File: src/rtl/scf_pkg.sv
package scf_pkg;

    localparam int FIFO_DEPTH_DEF = 256;

    // Function selector codes on the input channel.
    localparam logic [1:0] FUNC_SCAN = 2'd0;
    localparam logic [1:0] FUNC_POP  = 2'd1;
    localparam logic [1:0] FUNC_PEEK = 2'd2;

    // Action codes reported on the result channel.
    localparam logic [3:0] ACT_NONE   = 4'd0;
    localparam logic [3:0] ACT_SAVE   = 4'd1;
    localparam logic [3:0] ACT_EXIT   = 4'd2;
    localparam logic [3:0] ACT_STOP   = 4'd3;
    localparam logic [3:0] ACT_SELECT = 4'd4;
    localparam logic [3:0] ACT_COPY   = 4'd5;
    localparam logic [3:0] ACT_PASTE  = 4'd6;
    localparam logic [3:0] ACT_UP     = 4'd7;
    localparam logic [3:0] ACT_DOWN   = 4'd8;
    localparam logic [3:0] ACT_LEFT   = 4'd9;
    localparam logic [3:0] ACT_RIGHT  = 4'd10;

    // Scancodes with a meaning of their own.
    localparam logic [7:0] SC_PREFIX   = 8'hE0;
    localparam logic [7:0] SC_LSHIFT   = 8'h2A;
    localparam logic [7:0] SC_RSHIFT   = 8'h36;
    localparam logic [7:0] SC_CTRL     = 8'h1D;
    localparam logic [7:0] SC_CAPS     = 8'h3A;
    localparam logic [7:0] SC_NUMLOCK  = 8'h45;
    localparam logic [7:0] SC_KP_FIRST = 8'h47;
    localparam logic [7:0] SC_KP_LAST  = 8'h53;
    localparam logic [7:0] SC_KP_MUL   = 8'h37;
    localparam logic [7:0] SC_MAP_LEN  = 8'h59;
    localparam logic [7:0] SC_UP       = 8'h48;
    localparam logic [7:0] SC_DOWN     = 8'h50;
    localparam logic [7:0] SC_LEFT     = 8'h4B;
    localparam logic [7:0] SC_RIGHT    = 8'h4D;
    localparam logic [7:0] SC_KP_ENTER = 8'h1C;
    localparam logic [7:0] SC_KP_SLASH = 8'h35;
    localparam logic [7:0] SC_C_SAVE   = 8'h1F;
    localparam logic [7:0] SC_C_EXIT   = 8'h12;
    localparam logic [7:0] SC_C_STOP   = 8'h20;
    localparam logic [7:0] SC_C_SELECT = 8'h39;
    localparam logic [7:0] SC_C_COPY   = 8'h2E;
    localparam logic [7:0] SC_C_PASTE  = 8'h2F;

    localparam logic [7:0] CH_NEWLINE = 8'h0A;
    localparam logic [7:0] CH_SLASH   = 8'h2F;
    localparam logic [7:0] CH_STAR    = 8'h2A;
    localparam logic [7:0] CH_NONE    = 8'h00;

    typedef struct packed {
        logic       push_req;
        logic [7:0] push_char;
        logic [3:0] action;
    } dec_result_t;

    typedef struct packed {
        logic pushed;
        logic dropped;
        logic rd_hit;
        logic has_key;
    } fifo_status_t;

    function automatic logic [7:0] plain_char(input logic [6:0] idx);
        logic [7:0] ch;
        unique case (idx)
            7'd1:  ch = 8'h1B;
            7'd2:  ch = 8'h31;
            7'd3:  ch = 8'h32;
            7'd4:  ch = 8'h33;
            7'd5:  ch = 8'h34;
            7'd6:  ch = 8'h35;
            7'd7:  ch = 8'h36;
            7'd8:  ch = 8'h37;
            7'd9:  ch = 8'h38;
            7'd10: ch = 8'h39;
            7'd11: ch = 8'h30;
            7'd12: ch = 8'h2D;
            7'd13: ch = 8'h3D;
            7'd14: ch = 8'h08;
            7'd15: ch = 8'h09;
            7'd16: ch = 8'h61;
            7'd17: ch = 8'h7A;
            7'd18: ch = 8'h65;
            7'd19: ch = 8'h72;
            7'd20: ch = 8'h74;
            7'd21: ch = 8'h79;
            7'd22: ch = 8'h75;
            7'd23: ch = 8'h69;
            7'd24: ch = 8'h6F;
            7'd25: ch = 8'h70;
            7'd26: ch = 8'h5B;
            7'd27: ch = 8'h5D;
            7'd28: ch = 8'h0A;
            7'd30: ch = 8'h71;
            7'd31: ch = 8'h73;
            7'd32: ch = 8'h64;
            7'd33: ch = 8'h66;
            7'd34: ch = 8'h67;
            7'd35: ch = 8'h68;
            7'd36: ch = 8'h6A;
            7'd37: ch = 8'h6B;
            7'd38: ch = 8'h6C;
            7'd39: ch = 8'h6D;
            7'd40: ch = 8'h27;
            7'd41: ch = 8'h60;
            7'd43: ch = 8'h5C;
            7'd44: ch = 8'h77;
            7'd45: ch = 8'h78;
            7'd46: ch = 8'h63;
            7'd47: ch = 8'h76;
            7'd48: ch = 8'h62;
            7'd49: ch = 8'h6E;
            7'd50: ch = 8'h3B;
            7'd51: ch = 8'h2C;
            7'd52: ch = 8'h2E;
            7'd53: ch = 8'h2F;
            7'd55: ch = 8'h2A;
            7'd57: ch = 8'h20;
            7'd71: ch = 8'h37;
            7'd72: ch = 8'h38;
            7'd73: ch = 8'h39;
            7'd74: ch = 8'h2D;
            7'd75: ch = 8'h34;
            7'd76: ch = 8'h35;
            7'd77: ch = 8'h36;
            7'd78: ch = 8'h2B;
            7'd79: ch = 8'h31;
            7'd80: ch = 8'h32;
            7'd81: ch = 8'h33;
            7'd82: ch = 8'h30;
            7'd83: ch = 8'h2E;
            default: ch = 8'h00;
        endcase
        return ch;
    endfunction

    function automatic logic is_lower(input logic [7:0] ch);
        return (ch >= 8'h61) && (ch <= 8'h7A);
    endfunction

    // Shifted layout: punctuation differs, letters are the upper case of the plain layout.
    function automatic logic [7:0] shift_char(input logic [6:0] idx);
        logic [7:0] p;
        logic [7:0] ch;
        p = plain_char(idx);
        unique case (idx)
            7'd2:  ch = 8'h21;
            7'd3:  ch = 8'h40;
            7'd4:  ch = 8'h23;
            7'd5:  ch = 8'h24;
            7'd6:  ch = 8'h25;
            7'd7:  ch = 8'h5E;
            7'd8:  ch = 8'h26;
            7'd9:  ch = 8'h2A;
            7'd10: ch = 8'h28;
            7'd11: ch = 8'h29;
            7'd12: ch = 8'h5F;
            7'd13: ch = 8'h2B;
            7'd26: ch = 8'h7B;
            7'd27: ch = 8'h7D;
            7'd40: ch = 8'h22;
            7'd41: ch = 8'h7E;
            7'd43: ch = 8'h7C;
            7'd50: ch = 8'h3A;
            7'd51: ch = 8'h3C;
            7'd52: ch = 8'h3E;
            7'd53: ch = 8'h3F;
            default: ch = is_lower(p) ? (p - 8'h20) : p;
        endcase
        return ch;
    endfunction

endpackage

File: src/rtl/scf_decoder.sv
module scf_decoder (
    input  logic                 clk,
    input  logic                 rst_n,
    input  logic                 step_en,
    input  logic [7:0]           scan_byte,
    input  logic                 capture_on,
    output scf_pkg::dec_result_t result
);
    import scf_pkg::*;

    logic shift_reg, shift_next;
    logic ctrl_reg, ctrl_next;
    logic caps_reg, caps_next;
    logic numpad_reg, numpad_next;
    logic prefix_reg, prefix_next;

    logic [6:0] low;
    logic [3:0] ctrl_act;
    logic [3:0] arrow_act;
    logic       is_keypad;
    logic [7:0] plain_ch;
    logic [7:0] map_ch;

    function automatic logic [3:0] ctrl_action(input logic [7:0] sc);
        logic [3:0] a;
        unique case (sc)
            SC_C_SAVE:   a = ACT_SAVE;
            SC_C_EXIT:   a = ACT_EXIT;
            SC_C_STOP:   a = ACT_STOP;
            SC_C_SELECT: a = ACT_SELECT;
            SC_C_COPY:   a = ACT_COPY;
            SC_C_PASTE:  a = ACT_PASTE;
            default:     a = ACT_NONE;
        endcase
        return a;
    endfunction

    function automatic logic [3:0] arrow_action(input logic [7:0] sc);
        logic [3:0] a;
        unique case (sc)
            SC_UP:    a = ACT_UP;
            SC_DOWN:  a = ACT_DOWN;
            SC_LEFT:  a = ACT_LEFT;
            SC_RIGHT: a = ACT_RIGHT;
            default:  a = ACT_NONE;
        endcase
        return a;
    endfunction

    assign low       = scan_byte[6:0];
    assign ctrl_act  = ctrl_action(scan_byte);
    assign arrow_act = arrow_action(scan_byte);
    assign is_keypad = (scan_byte >= SC_KP_FIRST) && (scan_byte <= SC_KP_LAST);
    assign plain_ch  = plain_char(low);

    always_comb
    begin
        if (is_keypad)
        begin
            map_ch = numpad_reg ? plain_ch : CH_NONE;
        end
        else if (shift_reg)
        begin
            map_ch = shift_char(low);
        end
        else if (caps_reg && is_lower(plain_ch))
        begin
            map_ch = plain_ch - 8'h20;
        end
        else
        begin
            map_ch = plain_ch;
        end
    end

    always_comb
    begin
        shift_next       = shift_reg;
        ctrl_next        = ctrl_reg;
        caps_next        = caps_reg;
        numpad_next      = numpad_reg;
        prefix_next      = prefix_reg;
        result.push_req  = 1'b0;
        result.push_char = CH_NONE;
        result.action    = ACT_NONE;
        priority if (scan_byte == SC_PREFIX)
        begin
            prefix_next = 1'b1;
        end
        else if (scan_byte[7])
        begin
            // Break codes: the modifier tests look at the code with the break bit removed.
            prefix_next = 1'b0;
            if ((low == SC_LSHIFT[6:0]) || (low == SC_RSHIFT[6:0]))
            begin
                shift_next = 1'b0;
            end
            if (low == SC_CTRL[6:0])
            begin
                ctrl_next = 1'b0;
            end
        end
        else if ((scan_byte == SC_LSHIFT) || (scan_byte == SC_RSHIFT))
        begin
            shift_next = 1'b1;
        end
        else if (scan_byte == SC_CTRL)
        begin
            ctrl_next = 1'b1;
        end
        else if (ctrl_reg && (ctrl_act != ACT_NONE))
        begin
            result.action = ctrl_act;
        end
        else if (scan_byte == SC_CAPS)
        begin
            caps_next = !caps_reg;
        end
        else if (scan_byte == SC_NUMLOCK)
        begin
            numpad_next = !numpad_reg;
        end
        else if (prefix_reg)
        begin
            prefix_next = 1'b0;
            if (arrow_act != ACT_NONE)
            begin
                if (capture_on)
                begin
                    result.push_req = 1'b1;
                end
                else
                begin
                    result.action = arrow_act;
                end
            end
            else if (scan_byte == SC_KP_ENTER)
            begin
                result.push_req  = 1'b1;
                result.push_char = CH_NEWLINE;
            end
            else if (scan_byte == SC_KP_SLASH)
            begin
                result.push_req  = 1'b1;
                result.push_char = CH_SLASH;
            end
        end
        else if (scan_byte == SC_KP_MUL)
        begin
            result.push_req  = 1'b1;
            result.push_char = CH_STAR;
        end
        else
        begin
            // Codes past the end of the key tables push nothing.
            result.push_req  = (scan_byte < SC_MAP_LEN) && (map_ch != CH_NONE);
            result.push_char = map_ch;
        end
    end

    always_ff @(posedge clk or negedge rst_n)
    begin
        if (!rst_n)
        begin
            shift_reg  <= 1'b0;
            ctrl_reg   <= 1'b0;
            caps_reg   <= 1'b0;
            numpad_reg <= 1'b1;
            prefix_reg <= 1'b0;
        end
        else if (step_en)
        begin
            shift_reg  <= shift_next;
            ctrl_reg   <= ctrl_next;
            caps_reg   <= caps_next;
            numpad_reg <= numpad_next;
            prefix_reg <= prefix_next;
        end
    end

endmodule

File: src/rtl/scf_fifo.sv
module scf_fifo #(
    parameter int FIFO_DEPTH = scf_pkg::FIFO_DEPTH_DEF
) (
    input  logic                  clk,
    input  logic                  rst_n,
    input  logic                  push_req,
    input  logic [7:0]            push_char,
    input  logic                  pop_req,
    input  logic                  peek_req,
    output scf_pkg::fifo_status_t status,
    output logic [7:0]            rd_data
);
    import scf_pkg::*;

    localparam int AW = (FIFO_DEPTH > 1) ? $clog2(FIFO_DEPTH) : 1;

    logic [7:0]    mem [FIFO_DEPTH];
    logic [AW-1:0] rd_ptr_reg, rd_ptr_next;
    logic [AW-1:0] wr_ptr_reg, wr_ptr_next;
    logic [AW-1:0] wr_ptr_inc;
    logic [AW-1:0] rd_ptr_inc;
    logic          full;
    logic          empty;
    logic          wr_en;
    logic          rd_en;
    logic [7:0]    rd_data_reg;

    function automatic logic [AW-1:0] next_slot(input logic [AW-1:0] p);
        return (p == AW'(FIFO_DEPTH - 1)) ? '0 : p + AW'(1);
    endfunction

    assign wr_ptr_inc = next_slot(wr_ptr_reg);
    assign rd_ptr_inc = next_slot(rd_ptr_reg);
    // One slot stays unused so that equal pointers always mean empty.
    assign full  = (wr_ptr_inc == rd_ptr_reg);
    assign empty = (rd_ptr_reg == wr_ptr_reg);
    assign wr_en = push_req && !full;
    assign rd_en = (pop_req || peek_req) && !empty;

    assign wr_ptr_next = wr_en ? wr_ptr_inc : wr_ptr_reg;
    assign rd_ptr_next = (rd_en && pop_req) ? rd_ptr_inc : rd_ptr_reg;

    assign status.pushed  = wr_en;
    assign status.dropped = push_req && full;
    assign status.rd_hit  = rd_en;
    assign status.has_key = (rd_ptr_next != wr_ptr_next);
    assign rd_data        = rd_data_reg;

    always_ff @(posedge clk or negedge rst_n)
    begin
        if (!rst_n)
        begin
            rd_ptr_reg <= '0;
            wr_ptr_reg <= '0;
        end
        else
        begin
            rd_ptr_reg <= rd_ptr_next;
            wr_ptr_reg <= wr_ptr_next;
        end
    end

    always_ff @(posedge clk)
    begin
        if (wr_en)
        begin
            mem[wr_ptr_reg] <= push_char;
        end
        if (rd_en)
        begin
            rd_data_reg <= mem[rd_ptr_reg];
        end
    end

    ptr_range_a: assert property (@(posedge clk) disable iff (!rst_n)
        ({1'b0, rd_ptr_reg} < (AW + 1)'(FIFO_DEPTH))
        && ({1'b0, wr_ptr_reg} < (AW + 1)'(FIFO_DEPTH)))
        else $error("FIFO pointer beyond the last entry");

    drop_only_full_a: assert property (@(posedge clk) disable iff (!rst_n)
        status.dropped |-> (full && !status.pushed))
        else $error("character dropped while the FIFO had room");

    pop_advances_a: assert property (@(posedge clk) disable iff (!rst_n)
        (rd_en && pop_req) |=> (rd_ptr_reg != $past(rd_ptr_reg)))
        else $error("pop transfer did not advance the read pointer");

endmodule

File: src/rtl/scancode_to_char_fifo_top.sv
// Set-1 keyboard scancode decoder with a character FIFO.
// Input channel (in_valid/in_ready) carries func and scan_byte: func selects a
// scancode byte, a pop or a peek. Every accepted transfer yields exactly one
// result on the output channel (out_valid/out_ready): the popped or peeked
// character, an action code, the push and drop flags and has_key.
// capture_on is written through cfg_we/cfg_data; the user must write it only
// while the block is idle, as the block does not enforce this. When set,
// extended arrow keys push a zero character instead of an action.
// The accepting edge updates the decoder state and reads the character RAM;
// the registered read data joins the result in the output register when the
// first stage advances. One transfer is accepted every cycle unless the
// receiver stalls, a rate set by the single RAM port pair (one write, one read).
// Reset empties the FIFO, clears shift, ctrl, caps lock and the prefix, and
// sets num lock. RAM contents are not cleared; only written entries are read.
// When the receiver stalls, the result register and the stage before it fill
// and in_ready falls; nothing is lost and accepting resumes as soon as
// out_ready returns.
module scancode_to_char_fifo_top #(
    parameter int FIFO_DEPTH = scf_pkg::FIFO_DEPTH_DEF
) (
    input  logic       clk,
    input  logic       rst_n,
    input  logic       cfg_we,
    input  logic       cfg_data,
    input  logic       in_valid,
    output logic       in_ready,
    input  logic [1:0] func,
    input  logic [7:0] scan_byte,
    output logic       out_valid,
    input  logic       out_ready,
    output logic [7:0] char_out,
    output logic       char_valid,
    output logic [3:0] action,
    output logic       pushed,
    output logic       dropped,
    output logic       has_key
);
    import scf_pkg::*;

    logic         capture_on_reg;
    logic         in_xfer;
    logic         scan_step;
    dec_result_t  dec;
    fifo_status_t fst;
    logic [7:0]   rd_data;

    logic         s1_valid_reg;
    logic         s1_advance;
    logic         s1_rd_hit_reg;
    logic [3:0]   s1_action_reg;
    logic         s1_pushed_reg;
    logic         s1_dropped_reg;
    logic         s1_has_key_reg;

    logic         out_valid_reg;
    logic [7:0]   char_out_reg;
    logic         char_valid_reg;
    logic [3:0]   action_reg;
    logic         pushed_reg;
    logic         dropped_reg;
    logic         has_key_reg;

    assign s1_advance = s1_valid_reg && (!out_valid_reg || out_ready);
    assign in_ready   = !s1_valid_reg || s1_advance;
    assign in_xfer    = in_valid && in_ready;
    assign scan_step  = in_xfer && (func == FUNC_SCAN);

    scf_decoder u_decoder (
        .clk        (clk),
        .rst_n      (rst_n),
        .step_en    (scan_step),
        .scan_byte  (scan_byte),
        .capture_on (capture_on_reg),
        .result     (dec)
    );

    scf_fifo #(
        .FIFO_DEPTH (FIFO_DEPTH)
    ) u_fifo (
        .clk       (clk),
        .rst_n     (rst_n),
        .push_req  (scan_step && dec.push_req),
        .push_char (dec.push_char),
        .pop_req   (in_xfer && (func == FUNC_POP)),
        .peek_req  (in_xfer && (func == FUNC_PEEK)),
        .status    (fst),
        .rd_data   (rd_data)
    );

    always_ff @(posedge clk or negedge rst_n)
    begin
        if (!rst_n)
        begin
            capture_on_reg <= 1'b0;
        end
        else if (cfg_we)
        begin
            capture_on_reg <= cfg_data;
        end
    end

    always_ff @(posedge clk or negedge rst_n)
    begin
        if (!rst_n)
        begin
            s1_valid_reg  <= 1'b0;
            out_valid_reg <= 1'b0;
        end
        else
        begin
            if (in_ready)
            begin
                s1_valid_reg <= in_valid;
            end
            if (!out_valid_reg || out_ready)
            begin
                out_valid_reg <= s1_valid_reg;
            end
        end
    end

    always_ff @(posedge clk)
    begin
        if (in_xfer)
        begin
            s1_rd_hit_reg  <= fst.rd_hit;
            s1_action_reg  <= scan_step ? dec.action : ACT_NONE;
            s1_pushed_reg  <= fst.pushed;
            s1_dropped_reg <= fst.dropped;
            s1_has_key_reg <= fst.has_key;
        end
        // The RAM read data arrives in this stage and is merged here.
        if (s1_advance)
        begin
            char_out_reg   <= s1_rd_hit_reg ? rd_data : CH_NONE;
            char_valid_reg <= s1_rd_hit_reg;
            action_reg     <= s1_action_reg;
            pushed_reg     <= s1_pushed_reg;
            dropped_reg    <= s1_dropped_reg;
            has_key_reg    <= s1_has_key_reg;
        end
    end

    assign out_valid  = out_valid_reg;
    assign char_out   = char_out_reg;
    assign char_valid = char_valid_reg;
    assign action     = action_reg;
    assign pushed     = pushed_reg;
    assign dropped    = dropped_reg;
    assign has_key    = has_key_reg;

    s1_hold_a: assert property (@(posedge clk) disable iff (!rst_n)
        (s1_valid_reg && !s1_advance) |=> s1_valid_reg)
        else $error("stalled result lost from the first stage");

    read_excludes_scan_a: assert property (@(posedge clk) disable iff (!rst_n)
        (out_valid_reg && char_valid_reg)
        |-> (!pushed_reg && !dropped_reg && (action_reg == ACT_NONE)))
        else $error("read result carries scancode flags");

    push_sets_key_a: assert property (@(posedge clk) disable iff (!rst_n)
        (s1_valid_reg && s1_pushed_reg) |-> s1_has_key_reg)
        else $error("FIFO reported empty right after a push");

endmodule

File: config.mk
export PLATFORM = sky130hd
export DESIGN_NAME = scancode_to_char_fifo_top
export DESIGN_NICKNAME = d
export VERILOG_FILES = /design/src/rtl/scf_pkg.sv /design/src/rtl/scf_decoder.sv /design/src/rtl/scf_fifo.sv /design/src/rtl/scancode_to_char_fifo_top.sv
export SDC_FILE = /design/constraint.sdc
export NUM_CORES = 2
export LEC_CHECK = 0
export BUFFER_PORTS_ARGS = -buffer_cell sky130_fd_sc_hd__buf_2
export CORE_MARGIN = 2
export CORE_UTILIZATION = 24
export DETAILED_ROUTE_END_ITERATION = 8
export PLACE_DENSITY = 0.45
export SLEW_MARGIN = 30
export SYNTH_ARGS = -nofsm -noshare
export SYNTH_HDL_FRONTEND = slang
export SYNTH_SLANG_ARGS = --single-unit
File: constraint.sdc
create_clock -name clk -period 41 [get_ports clk]
set_clock_uncertainty 0.05 [all_clocks]
set_input_delay 4.1 -clock clk [delete_from_list [all_inputs] [get_ports clk]]
set_output_delay 4.1 -clock clk [all_outputs]
set_load 0.02 [all_outputs]
# Yosys cells after proc, flatten, opt, wreduce, memory -nomap -nowiden
# Memory sizes are Yosys's and may differ from the RTL's. A register that Yosys moved wholly into a read port is not among the register bits.
# Index checks and enable logic that the tools add are counted.
dict set report classes {
  n_addsub 4
  n_lt_le_gt_ge 7
  n_eq_ne 58
  muxes 48
  bitwise 7
  n_reduce_logical 39
}
# operator n
set ops {}
lappend ops {{8-bit case mux with 21 select lines} 1}
lappend ops {{8-bit 2-to-1 mux} 12}
lappend ops {{13-bit 2-to-1 mux} 6}
lappend ops {{8-bit by 6-bit == test with 1-bit output, second input constant} 9}
lappend ops {{7-bit by 6-bit == test with 1-bit output, second input constant} 9}
lappend ops {{9-bit 2-to-1 mux} 5}
lappend ops {{7-bit by 4-bit == test with 1-bit output, second input constant} 6}
lappend ops {{8-bit by 7-bit == test with 1-bit output, second input constant} 5}
lappend ops {{8-bit by 5-bit == test with 1-bit output, second input constant} 4}
lappend ops {{7-bit by 3-bit == test with 1-bit output, second input constant} 4}
lappend ops {{8-bit == test, second input constant} 3}
lappend ops {{8-bit by 7-bit greater-or-equal comparator with 1-bit output, second input constant} 3}
lappend ops {{8-bit by 7-bit less-or-equal comparator with 1-bit output, second input constant} 3}
lappend ops {{7-bit by 5-bit == test with 1-bit output, second input constant} 3}
lappend ops {{1-bit 2-to-1 mux} 18}
lappend ops {{3-bit case mux with 6 select lines} 1}
lappend ops {{8-bit by 1-bit adder with 8-bit output, second input constant} 2}
lappend ops {{8-bit == test} 2}
lappend ops {{1-bit logical AND} 16}
lappend ops {{4-bit 2-to-1 mux} 4}
lappend ops {{4-bit case mux with 4 select lines} 1}
lappend ops {{8-bit by 6-bit subtractor with 8-bit output, second input constant} 2}
lappend ops {{3-bit by 2-bit != test with 1-bit output, second input constant} 5}
lappend ops {{7-bit by 2-bit == test with 1-bit output, second input constant} 2}
lappend ops {{19 further kinds} 37}
dict set report word_totals {
  ff_bits 48
  mem_bits_rw 2048
  rom_bits 1792
  in_bits 16
  output_inout_bits 18
  word_cells 187
  mem_count 3
}
# memory words word_bits rd rd_clocked_by_memory_dff write_ports line
set mem_list {}
lappend mem_list {u_fifo.mem 256 8 1 1 1 scf_fifo.sv:17} ;# logic [7:0] mem [FIFO_DEPTH];
lappend mem_list {{(name not given)} 128 7 1 0 0 scf_pkg.sv:67} ;# unique case (idx)
lappend mem_list {{(name not given)} 128 7 1 0 0 scf_pkg.sv:67}

# Depth between registers and ports, before layout
dict set report logic_depth {
  ltp_word 24
  depth_mapped 19
  mapped_depth_nobuf 17
}

# By module
# From an unflattened synthesis, not the netlist that was laid out.
dict set report hier_totals {
  hier_cells 3816
  hier_area_um2 84088.1
}
# mod n_inst cells_per_inst area_each_um2 seq_area_each_um2
set modules_own_cells {}
lappend modules_own_cells {scf_fifo 1 3415 80691.1 62139.6}
lappend modules_own_cells {scf_decoder 1 346 2372.3 126.4}
lappend modules_own_cells {scancode_to_char_fifo_top 1 55 1024.7 795.8}

# Worst setup path before layout
# No wires, ideal clock.
dict set report synth_path {
  path_type {input -> register}
  start {input port scan_byte[1]}
  end {memory u_fifo.mem[0][7] (data pin)}
  setup_ps 2813
  t_arrival_ps 19765
  required_ps 38137
  path_slack_ps 18372
  cell_stages 11
  path_buffers 2
  cell_sequence {clkbuf_1 > inv_1 > ha_1 > clkbuf_1 > o21ai_0 > mux4_2 > nor3_1 > or2_2 > or4_4 > nand3_1 > nor4_1}
}
# element line
set synth_lines {}
lappend synth_lines {{start: declaration} scancode_to_char_fifo_top.sv:28} ;# input logic [7:0] scan_byte,
lappend synth_lines {{end: declaration} scf_fifo.sv:17}

==> summary.md <==
| Metric | Value |
|---|---|
| Top area cells in the synthesized netlist | `edfxtp_1, mux4_2, nor2_1, dfrtp_1, clkbuf_1` |
| CTS tree | `yes` |
| Area grow syn2layout | `15.2%` |
| Synth Flop Type | `edfxtp_1` |
| Syn Area/Cell | `~22 sq um` |
| Min cycle time layout | `9.00 ns` |
| Placed Cells | `a little over 8000` |
| DRC viols | `0` |
| XOR/XNOR share of the synthesized area | `0.00365` |
| Place WS | `30.91 ns` |
| Routed length per instance | `about 26 um` |
| Finished Layout Cells | `~8700` |
| Final Hold Fails | `0` |
| Power density cells | `57.4 nW/um^2` |
| Worst slew pin tran | `1.00 ns` |
| Dpl hpwl | `133 mm` |
| Synth area leader | `edfxtp_1` |
| R2r setup slk | `33.73 ns` |
| Clock transition at path regs | `~0.060 ns` |
| Worst path bufs/invs | `5` |
| Post-CTS setup buffers | `0` |
| CP Max Fanout | `approximately 80` |
| Synth Warn # | `0` |
| Mux share of post-synthesis cell area | `0.185` |
| Post-synth ARST share | `0.0114` |
| Slew Viols, Final | `0` |
| Clk sink count | `between 2000 and 2500` |
| WL final | `226 mm` |
| Critical-path cell list | `buf_2, inv_1, ha_1, o31ai_1, mux4_2, nor3_1, or2_2, or4_4, a31oi_1, nor2_1, nor2_4, buf_4, buf_4, buf_6` |
| Longest Clk Path Bufs | `3` |
| Setup TNS | `0 ns` |
| Sequential-to-total area share from yosys stat | `0.751` |
| Die ar. | `about 350000 sq um` |
| CP Class | `in -> reg` |
| Yosys cell types | `a little over 90` |
| Most common cell after layout, fill and taps aside | `edfxtp_1` |
| Critical Path End Type | `flop` |
| Leakage | `~32 nW` |
| CP max stage cell | `buf_4` |
| Input/output buffers | `33` |
| Synth Instances | `3798` |
| Slew Limit Headroom | `0.332` |
| Row count | `about 220` |
| Critical Path RT | `slightly above 40 ns` |
| Max frequency | `roughly 0.11 GHz` |
| Die height | `slightly below 600 um` |
| # H-tree levels | `4` |
| DRT iter0 DRCs | `~3800` |
| Core box area | `~350000 sq um` |
| CP delay by family, top | `buffers and inverters` |
| Total GRT Usage | `0.126` |
| First-pass GRT wire length | `~320 mm` |
| Area share of the largest cell type after synthesis | `0.744` |
| Share of post-route cells with drive strength above 1 | `0.285` |
| Initial core utilization | `0.241` |
| Mapped Nets | `approximately 3800` |
| Vias in the first global route | `approximately 40000` |
| Most frequent cells in the layout | `edfxtp_1, mux4_2, nor2_1` |
| Hold WS | `0.372 ns` |
| Initial antenna violation count | `13` |
| Mapped Area | `~84000 sq um` |
| Peak VDD IR | `between 0.05 and 0.06 mV` |
| Top Ports | `34` |
| Average vias per placed instance | `around 4.5` |
| TritonCTS Buffers | `between 200 and 250` |
| Max_cap viols | `0` |
| Unrepaired setup endpoints after global routing | `no` |
| Critical path's most frequent cell | `buf_4` |
| Multi-input gate area | `just under 20000 sq um` |
| Final worst-path cycle share | `0.219` |
| Status | `finished clean` |
| Final setup fails | `0` |
| Via count | `about 39000` |
| Fin nets | `between 3000 and 4000` |
| PostCTS Resize Cnt | `0` |
| Grt ovf | `0` |
| EDFF count, synth | `about 2100` |
| Worst EP arrival | `9.47 ns` |
| Simple-gate share of the synthesized area | `0.0309` |
| Clock Latency Late Sink | `approximately 0.84 ns` |
| Largest family of logic cells by synthesized area | `multiplexers` |
| Setup WS post-layout | `between 30 and 40 ns` |
| Min-delay worst type | `reg -> reg` |
| DR pass1 iterations | `7` |
| # hold bufs at CTS | `0` |
| CTS root buf | `clkbuf_16` |
| Register Area | `63100 sq um` |
| Post-synthesis compound-gate area fraction | `0.0130` |
| Fill cell count | `roughly 34000` |
| Gpl congestion | `just under 0.8` |
| CP startpoint kind | `input port` |
| FF+latch count, synth | `roughly 2100` |
| Post-route ant nets | `0` |
| Largest register FFs | `2048` |
| Adder-cell share of the synthesized area | `0.00283` |
| Max incr delay on CP | `roughly 0.72 ns` |
| Largest net degree at the start of global routing | `around 200` |
| Die X | `between 500 and 600 um` |
| Most flop-heavy register | `u_fifo.mem` |
-- report_power, final --
group,switching [mW],leakage [nW],total [mW],internal [mW]
combinational,0.640,6.30,1.17,0.534
sequential,0.0341,21.9,2.42,2.38
clock,0.838,3.42,1.96,1.12
-- path summary, 6_finish.rpt --
kind                                      start                   end  cells past startpoint
setup / recovery                   scan_byte[0]    u_fifo.mem[175][5]                     14
hold / removal                 s1_action_reg[1]             action[1]                      0
setup reg to reg           u_fifo.rd_ptr_reg[0]     u_fifo.rd_data[0]                     10
hold reg to reg                s1_action_reg[1]             action[1]                      0
max in group asynchronous                 rst_n  u_fifo.rd_ptr_reg[3]                      1
min in group asynchronous                 rst_n          s1_valid_reg                      1
-- per-layer routing --
metal / routed length, um / track usage / vias to the layer above
met2: 108000 / 0.202 / 1140
met5: 0 / 0 / -
li1: - / - / 16226
met3: 10600 / 0.0184 / 248
met4: 3790 / 0.0256 / 0
met1: 104000 / 0.180 / 21562
-- synth_stat cells, types with 6 or more instances --
cell type  count
a211oi_1       9
a21oi_1       30
a22oi_1        7
a31oi_1        9
and2_1        12
buf_1         67
buf_2         31
buf_6         17
clkbuf_1     117
dfrtp_1       23
edfxtp_1    2080
ha_1          19
inv_1         24
mux2_2         8
mux2i_1       11
mux4_2       679
nand2_1       56
nand2b_1      18
nand3_1       16
nand3b_1       7
nand4_1        8
nand4b_1       6
nor2_1       310
nor2b_1       10
nor3_1        17
o211ai_1       9
o21ai_0       29
o22ai_1        7
or3_1          8
xnor2_1       20
xor2_1        15
-- cells by family after synthesis --
family,count (synthesis)
adders and majority gates,19
DFF,2104
buffers and inverters,261
muxes,698
AOI/OAI and AO/OA,156
and+or+nand+nor,525
xor gates and xnor gates,35
-- through the flow --
stage | instance area (sq um) | power (mW) | util
global placement | 89500 | 3.67 | 0.257
global route | 96700 | 5.75 | 0.277
finish | 96700 | 5.55 | 0.277
detailed placement | 89500 | 3.67 | 0.257
floorplan | 83900 | 3.27 | -
CTS | 96500 | 5.63 | 0.277
-- cell type report --
| class | instances | share of cell area |
|---|---|---|
| diodes | 4 | 0.000103 |
| clock inverters | 130 | 0.0133 |
| inverters | 25 | 0.000970 |
| multi-input cells | 1433 | 0.205 |
| clock buffers | 268 | 0.0590 |
| flip-flops and latches | 2104 | 0.652 |
| repair buffers | 108 | 0.0101 |
| well taps | 4599 | 0.0595 |
(Power assumes the default switching activity.)
